--- src/sv/capacitor_companion_model_step_defines.svh ---
// Assertion macros for the capacitor companion model block.
`ifndef CAPACITOR_COMPANION_MODEL_STEP_DEFINES_SVH
`define CAPACITOR_COMPANION_MODEL_STEP_DEFINES_SVH

// same-cycle implication, clocked on clk_i, off during reset
`define CCM_ASSERT_IMP(lbl, ante, cons, msg) \
  lbl: assert property (@(posedge clk_i) disable iff (!rst_ni) (ante) |-> (cons)) \
    else $error(msg);

// next-cycle implication
`define CCM_ASSERT_NXT(lbl, ante, cons, msg) \
  lbl: assert property (@(posedge clk_i) disable iff (!rst_ni) (ante) |=> (cons)) \
    else $error(msg);

`endif

--- src/sv/ccm_pkg.sv ---
// Types, constants and helpers shared by the capacitor companion model block.
`default_nettype none
package ccm_pkg;

  localparam int unsigned DW     = 32;      // Q16.16 word
  localparam int unsigned CW     = 31;      // coefficient width
  localparam int unsigned PW     = 64;      // exact product
  localparam int unsigned SW     = 66;      // sum before rounding
  localparam int unsigned RW     = SW - 16; // after rounding shift
  localparam int unsigned XW     = RW + 2;  // input of the saturator
  localparam int unsigned NSUSC  = 4;
  localparam int unsigned CFG_IW = 3;

  typedef enum logic [1:0] {
    MODE_INIT = 2'd0,
    MODE_PRE  = 2'd1,
    MODE_POST = 2'd2,
    MODE_HOLD = 2'd3
  } mode_e;

  typedef enum logic [CFG_IW-1:0] {
    CFG_COND_REAL = 3'd0,
    CFG_SUSC_0    = 3'd1,
    CFG_SUSC_1    = 3'd2,
    CFG_SUSC_2    = 3'd3,
    CFG_SUSC_3    = 3'd4,
    CFG_NODE0_GND = 3'd5,
    CFG_NODE1_GND = 3'd6
  } cfg_idx_e;

  typedef logic signed [DW-1:0] word_t;

  typedef struct packed {
    word_t re;
    word_t im;
  } cplx_t;

  typedef struct packed {
    cplx_t ieq;
    cplx_t cur;
    cplx_t volt;
  } entry_t;

  typedef struct packed {
    logic [CW-1:0]            cond;
    logic [NSUSC-1:0][CW-1:0] susc;
    logic                     node0_gnd;
    logic                     node1_gnd;
  } cfg_t;

  // item as captured at the input
  typedef struct packed {
    logic       valid;
    logic       inr;
    mode_e      mode;
    logic [1:0] harm;
    cplx_t      a;
    cplx_t      b;
    cplx_t      vdiff;
  } item_t;

  typedef struct packed {
    logic [1:0] harm;
    entry_t     e;
  } res_t;

  typedef struct packed {
    logic wr_en;
    logic s3_valid;
  } core_stat_t;

  function automatic word_t sat_word(input logic signed [XW-1:0] x);
    logic [XW-DW:0] hi;
    hi = x[XW-1:DW-1];
    if (hi == '0 || hi == '1) begin
      return x[DW-1:0];
    end else if (x[XW-1]) begin
      return {1'b1, {(DW-1){1'b0}}};
    end else begin
      return {1'b0, {(DW-1){1'b1}}};
    end
  endfunction

endpackage
`default_nettype wire

--- src/sv/ccm_cfg.sv ---
// Configuration register file: conductance, susceptances, ground flags.
`default_nettype none
module ccm_cfg import ccm_pkg::*; (
  input  logic              clk_i,
  input  logic              rst_ni,
  input  logic              we_i,
  input  logic [CFG_IW-1:0] idx_i,
  input  logic [CW-1:0]     data_i,
  output cfg_t              cfg_o
);

  cfg_t cfg_d, cfg_q;

  always_comb begin
    cfg_d = cfg_q;
    if (we_i) begin
      unique case (cfg_idx_e'(idx_i))
        CFG_COND_REAL: cfg_d.cond      = data_i;
        CFG_SUSC_0:    cfg_d.susc[0]   = data_i;
        CFG_SUSC_1:    cfg_d.susc[1]   = data_i;
        CFG_SUSC_2:    cfg_d.susc[2]   = data_i;
        CFG_SUSC_3:    cfg_d.susc[3]   = data_i;
        CFG_NODE0_GND: cfg_d.node0_gnd = data_i[0];
        CFG_NODE1_GND: cfg_d.node1_gnd = data_i[0];
        default:       cfg_d = cfg_q;
      endcase
    end
  end

  always_ff @(posedge clk_i or negedge rst_ni) begin
    if (!rst_ni) begin
      cfg_q <= '0;
    end else begin
      cfg_q <= cfg_d;
    end
  end

  assign cfg_o = cfg_q;

endmodule
`default_nettype wire

--- config.mk ---
export PLATFORM = sky130hd
export DESIGN_NAME = ccm_cfg
export DESIGN_NICKNAME = d
export VERILOG_FILES = /design/src/sv/capacitor_companion_model_step_defines.svh /design/src/sv/ccm_pkg.sv /design/src/sv/ccm_cfg.sv
export SDC_FILE = /design/constraint.sdc
export NUM_CORES = 1
export LEC_CHECK = 0
export ABC_CLOCK_PERIOD_IN_PS = 980
export BUFFER_PORTS_ARGS = -buffer_cell sky130_fd_sc_hd__buf_4
export CORE_UTILIZATION = 25
export DETAILED_ROUTE_END_ITERATION = 6
export HOLD_SLACK_MARGIN = 0.15
export PLACE_DENSITY = 0.43
export SLEW_MARGIN = 20
export SYNTH_ARGS = -nofsm -noshare
export SYNTH_HDL_FRONTEND = slang
export SYNTH_SLANG_ARGS = --single-unit
export TNS_END_PERCENT = 50
--- constraint.sdc ---
create_clock -name clk_i -period 0.98 [get_ports clk_i]
set_clock_uncertainty 0.1 [all_clocks]
set_input_delay 0.098 -clock clk_i [delete_from_list [all_inputs] [get_ports clk_i]]
set_output_delay 0.098 -clock clk_i [all_outputs]
set_load 0.05 [all_outputs]
==> results by group, run 1 <==
Power
  – Comb pwr share: 0.427
  – Overall power: 27.2 mW
  – Worst VDD drop: 1070 uV
  – Sequential power share: 0.330
  – Net Sw Frac: 0.389
  – Pwr dens: 2720 nW/um^2
  – Clk network pwr share: 0.243
  – Internal: 16.6 mW
  – NetSw: 10.6 mW
  – Static leakage: 4.63 nW

Global routing
  – Initial antenna violation count: 0
  – Number of global-route vias before repair: 4,267
  – Largest net degree at the start of global routing: 49
  – Grt ovf: 0
  – GRT Total Usage: 0.139
  – Wire length of the first global-routing pass: 25,200 um

Clock network
  – Clk_lat worst skew: 0.41 ns
  – Worst-path clk slew: 0.07 ns
  – Hold_buf cts: 32
  – Clk sink count: 157
  – H-tree levels: 4
  – Clock Path Buffers: 2
  – CTS Buf Count: 17
  – CTS tree: done
  – CTS root buf: clkbuf_16

Critical path
  – CP delay by family, top: flip-flops
  – Reg-to-reg endpoint: cfg_o[65]
  – Slowest stage delay, CP: 0.41 ns
  – CP max-delay cell: dfrtp_1
  – WP data required: 0.78 ns
  – Worst Setup SP: cfg_o[122]
  – Worst Path Buf+Inv: 1
  – CP endpoint kind: output port
  – Worst Setup Start Kind: flip-flop
  – Crit-path max FO: 2
  – Reg2reg start: cfg_o[65]
  – FF-to-FF path depth: 3
  – Critical Path, Cell by Cell: buf_6
  – Worst R2R Setup Slack: -0.12 ns
  – WP data arrival: 1.00 ns
  – CP Class: reg -> out
  – Setup crit end: cfg_o[122]
  – Worst path depth: 1

Finish
  – Layout net count: 672
  – Filler instances: 2,194
  – Max reg flops: 157
  – Synth-to-Final Area Change: 68.7%
  – Cell Count, Final, Fillers Out: 966
  – Share of layout cells above drive strength 1: 0.688
  – Ant. Diodes: 0

Synth
  – Total nets after synthesis: 373
  – Unique masters post-synth: 9
  – Count leader, synth: dfrtp_1
  – Fraction of registers with async set or reset after synthesis: 1.00
  – Top-area cell type share of the netlist area: 0.662
  – #FFs+latches synth: 157
  – Top cells by count, synth: dfrtp_1, mux2_2, buf_6, mux2_1
  – Post-Syn Area: 5930 sq um
  – Area leader, netlist: dfrtp_1
  – Yosys warns: 0
  – Post-synthesis instance total: 336
  – Number of synthesized flops with an enable pin: 0
  – Avg Inst Size Synth: 17.7 sq um
  – Sequential area share after synthesis: 0.662
  – Ranking of synthesized cells by area: dfrtp_1, mux2_2, buf_6
  – Dominant synthesized flop cell: dfrtp_1

Placement
  – PortBufs: 193
  – HPWL Detailed: 10,800 um
  – Gp weighted congestion: 0.693
  – Inst Count DP: 849

STA
  – Final-report hold violation count: 8
  – Worst setup margin: -0.215 ns
  – Period utilisation layout: 1.22
  – Unrepaired setup endpoints after global routing: true
  – Worst Tran Pin Value: 0.284 ns
  – Crit path time final: 1.19 ns
  – Endpoints failing setup: 232
  – Fmax achieved: 837 MHz
  – Fin Hold WS: -0.0315 ns
  – Slew headroom: 0.810
  – Slew Viols, Final: 0

Floorplan
  – Die width: 156 um
  – Total core area: 23,400 sq um
  – Die area: 24,400 sq um
  – Die Ht: 156 um
  – Starting Density: 0.254
  – Row count: 56
  – I/O pin cnt: 194

Routing
  – DRC: 0
  – Antenna Nets Post-Route: 0
  – DR iter-0 viols: 93
  – Vias per cell: 4.10
  – DR pass1 iterations: 4
  – Routed vias: 3,957
  – Post-Route WL: 16,500 um
  – WL/cell: 17.1 um

Outcome
  – Status: finished with violations
  – Failing checks: negative hold slack, negative setup slack

Min path
  – Hold Path Class: in -> async

Run
  – Max Cap Viol: 0
## cell families (layout without fill, tap and decap cells)
kind of cell | after synthesis | in the layout | synth area share
buffers and inverters | 15 | 326 | 0.0234
and+or+nand+nor | 7 | 7 | 0.0167
DFF | 157 | 157 | 0.662
muxes | 157 | 157 | 0.298
## how the worst min path moves through the flow
stage | slack (ns) | start | cells after the start | end
floorplan | -0.30 | rst_ni | 0 | cfg_o[0]
global placement | -0.16 | rst_ni | 1 | cfg_o[65]
detailed placement | -0.16 | rst_ni | 1 | cfg_o[65]
CTS | -0.04 | rst_ni | 2 | cfg_o[65]
global route | -0.02 | rst_ni | 2 | cfg_o[65]
finish | -0.03 | rst_ni | 2 | cfg_o[65]
## cells in the final DEF, fill, tap and decap left out
master / instances
and4bb_4: 3
buf_12: 11
buf_4: 90
buf_6: 162
bufinv_16: 2
clkbuf_1: 1
clkbuf_16: 17
clkbuf_8: 1
clkinv_2: 2
clkinv_4: 2
clkinvlp_4: 3
dfrtp_1: 157
dlygate4sd3_1: 32
inv_6: 3
mux2_1: 9
mux2_2: 96
mux2_4: 52
nand4b_1: 3
nor4b_4: 1
## stage by stage
stage | hold slack [ns] | setup TNS, ns | area, sq um | util | setup slack [ns]
after floorplan | -0.298 | -24.69 | 6130 | - | -0.208
after global placement | -0.161 | -62.21 | 8090 | 0.345 | -0.449
after detailed placement | -0.159 | -63.76 | 8090 | 0.345 | -0.482
after CTS | -0.0405 | -33.83 | 9800 | 0.419 | -0.240
after global routing | -0.0183 | -39.13 | 10000 | 0.428 | -0.254
final | -0.0315 | -31.10 | 10000 | 0.428 | -0.215
## power by group through the flow
stage,registers (mW),clock network [mW],logic (mW)
finish,8.98,6.61,11.6
detailed placement,8.86,0,9.94
global placement,8.83,0,9.88
global route,9.16,7.08,12.1
CTS,9.00,6.82,11.4
floorplan,13.8,0,1.60
## what timing repair did
item                                    CTS  global route
endpoints found under the hold margin   314             9
setup buffers                            29            25
pin swaps                                 1             0
endpoints found under the setup margin  188           227
gates resized for setup                 160             5
## cell type report
type                    instances  area [sq um]  area share
clock buffers                  19           443      0.0443
clock inverters                12           136      0.0136
multi-input cells             164          2060       0.206
flip-flops and latches        157          3930       0.393
well taps                     319           399      0.0399
repair buffers                295          3040       0.304
## metal layers
layer	vias up	routed length (um)	share of wire	track usage
met5	-	0	0	0
li1	1792	-	-	-
met1	2044	7440	0.45	0.177
met3	11	832	0.051	0.0406
met2	110	8000	0.49	0.226
met4	0	204	0.012	0.0476
No activity file was read; power rests on OpenSTA's default activity.
==> run 2, diff against run 1 <==
- MAX_ROUTING_LAYER: unset -> met4
==> results by group, run 2 (synthesized netlist as in run 1, its figures left out) <==
Finish
  – Synth-to-Final Area Change: 68.7%
  – Layout net count: 672
  – Util after Layout: 0.428
  – Share of layout cells above drive strength 1: 0.688
  – Most common cell after layout, fill and taps aside: buf_6
  – Most frequent cells in the layout: buf_6, dfrtp_1, mux2_2, buf_4, mux2_4
  – Max reg flops: 157
  – Ant. Diodes: 0

Critical path
  – CP delay by family, top: flip-flops
  – WP data required: 0.78 ns
  – Worst path depth: 1
  – FF-to-FF path depth: 3
  – Slowest stage delay, CP: 0.42 ns
  – CP Class: reg -> out
  – Worst R2R Setup Slack: -0.13 ns
  – Worst Path Buf+Inv: 1
  – Crit-path max FO: 2
  – Worst Setup Start Kind: flip-flop
  – Reg2reg start: cfg_o[92]
  – CP endpoint kind: output port
  – WP data arrival: 1.00 ns
  – CP max-delay cell: dfrtp_1
  – Worst Setup SP: cfg_o[122]
  – Critical Path, Cell by Cell: buf_6
  – Reg-to-reg endpoint: cfg_o[92]

Power
  – Internal: 16.6 mW
  – NetSw: 10.6 mW
  – Sequential power share: 0.330
  – Static leakage: 4.63 nW
  – Comb pwr share: 0.427
  – Clk network pwr share: 0.243
  – Pwr dens: 2720 nW/um^2
  – Net Sw Frac: 0.390
  – Worst VDD drop: 1070 uV

STA
  – Fin Hold WS: -0.0339 ns
  – Slew Viols, Final: 0
  – Final TNS setup: -31.38 ns
  – Fmax achieved: 833 MHz
  – Worst Tran Pin Value: 0.279 ns
  – Endpoints failing setup: 232
  – Period utilisation layout: 1.22
  – Unrepaired setup endpoints after global routing: true
  – Crit path time final: 1.20 ns
  – Final-report hold violation count: 8
  – Worst setup margin: -0.220 ns
  – Slew headroom: 0.813

Clock network
  – CTS Buf Count: 17
  – Clk sink count: 157
  – H-tree levels: 4
  – Worst-path clk slew: 0.07 ns
  – Clk_lat worst skew: 0.42 ns
  – Hold_buf cts: 32
  – Clock Path Buffers: 2
  – CTS root buf: clkbuf_16
  – CTS tree: done

Min path
  – Hold Path Class: in -> async

Global routing
  – GRT Total Usage: 0.144
  – Largest net degree at the start of global routing: 49
  – Initial antenna violation count: 0
  – Number of global-route vias before repair: 4,261
  – Wire length of the first global-routing pass: 25,300 um
  – Grt ovf: 0

Routing
  – Vias per cell: 4.11
  – DR iter-0 viols: 104
  – WL/cell: 17.1 um
  – DRC: 0
  – Post-Route WL: 16,500 um
  – DR pass1 iterations: 4
  – Antenna Nets Post-Route: 0
  – Routed vias: 3,973

Placement
  – PortBufs: 193
  – HPWL Detailed: 10,800 um
  – Gp weighted congestion: 0.700

Outcome
  – Failing checks: negative hold slack, negative setup slack
  – Status: finished with violations

Floorplan
  – Die width: 156 um
  – Total core area: 23,400 sq um
  – Starting Density: 0.254
  – Die Ht: 156 um
  – Row count: 56
  – Die area: 24,400 sq um
  – I/O pin cnt: 194

Run
  – Max Cap Viol: 0
==> run 2: cell counts in the layout (fill, tap and decap cells not counted) <==
Identical to the previous run, type by type.
==> run 2: power groups by stage <==
| stage | Combinational (mW) | Sequential [mW] | Clock [mW] |
|---|---|---|---|
| after floorplan | 1.60 | 13.8 | 0 |
| after global placement | 9.88 | 8.83 | 0 |
| after detailed placement | 9.94 | 8.86 | 0 |
| after CTS | 11.4 | 9.00 | 6.82 |
| after global routing | 12.1 | 9.16 | 7.09 |
| final | 11.6 | 8.99 | 6.63 |
==> run 2: cell type report <==
type,instances,area (sq um)
Fill cell,2194,13400
Clock inverter,12,136
Clock buffer,19,443
Multi-Input combinational cell,164,2060
Sequential cell,157,3930
Tap cell,319,399
Timing Repair Buffer,295,3040
==> run 2: metrics by stage <==
stage | power, mW | instance area (sq um) | cells | setup WS [ns]
after global routing | 28.3 | 10000 | 966 | -0.255
after floorplan | 15.4 | 6130 | 336 | -0.208
final | 27.2 | 10000 | 966 | -0.220
after global placement | 18.7 | 8090 | 849 | -0.449
after detailed placement | 18.8 | 8090 | 849 | -0.482
after CTS | 27.2 | 9800 | 941 | -0.240
==> run 2: repair_timing <==
| item | CTS | global route |
|---|---|---|
| setup buffers | 29 | 25 |
| gates resized for setup | 160 | 5 |
| setup endpoints to repair | 188 | 226 |
| endpoints found under the hold margin | 314 | 9 |
| pin swaps | 1 | 0 |
==> run 2: how the worst max path moves through the flow <==
stage | endpoint | slack, ns
after floorplan | cfg_o[126] | -0.21
after global placement | cfg_o[152] | -0.45
after detailed placement | cfg_o[141] | -0.48
after CTS | cfg_o[100] | -0.24
after global routing | cfg_o[100] | -0.25
final | cfg_o[122] | -0.22
==> run 2: layer usage <==
| metal | global-route usage | wire length (um) | share of wire |
|---|---|---|---|
| met1 | 0.180 | 7510 | 0.45 |
| met2 | 0.226 | 8060 | 0.49 |
| met3 | 0.0375 | 741 | 0.045 |
| met4 | 0.0462 | 216 | 0.013 |
| met5 | - | 0 | 0 |
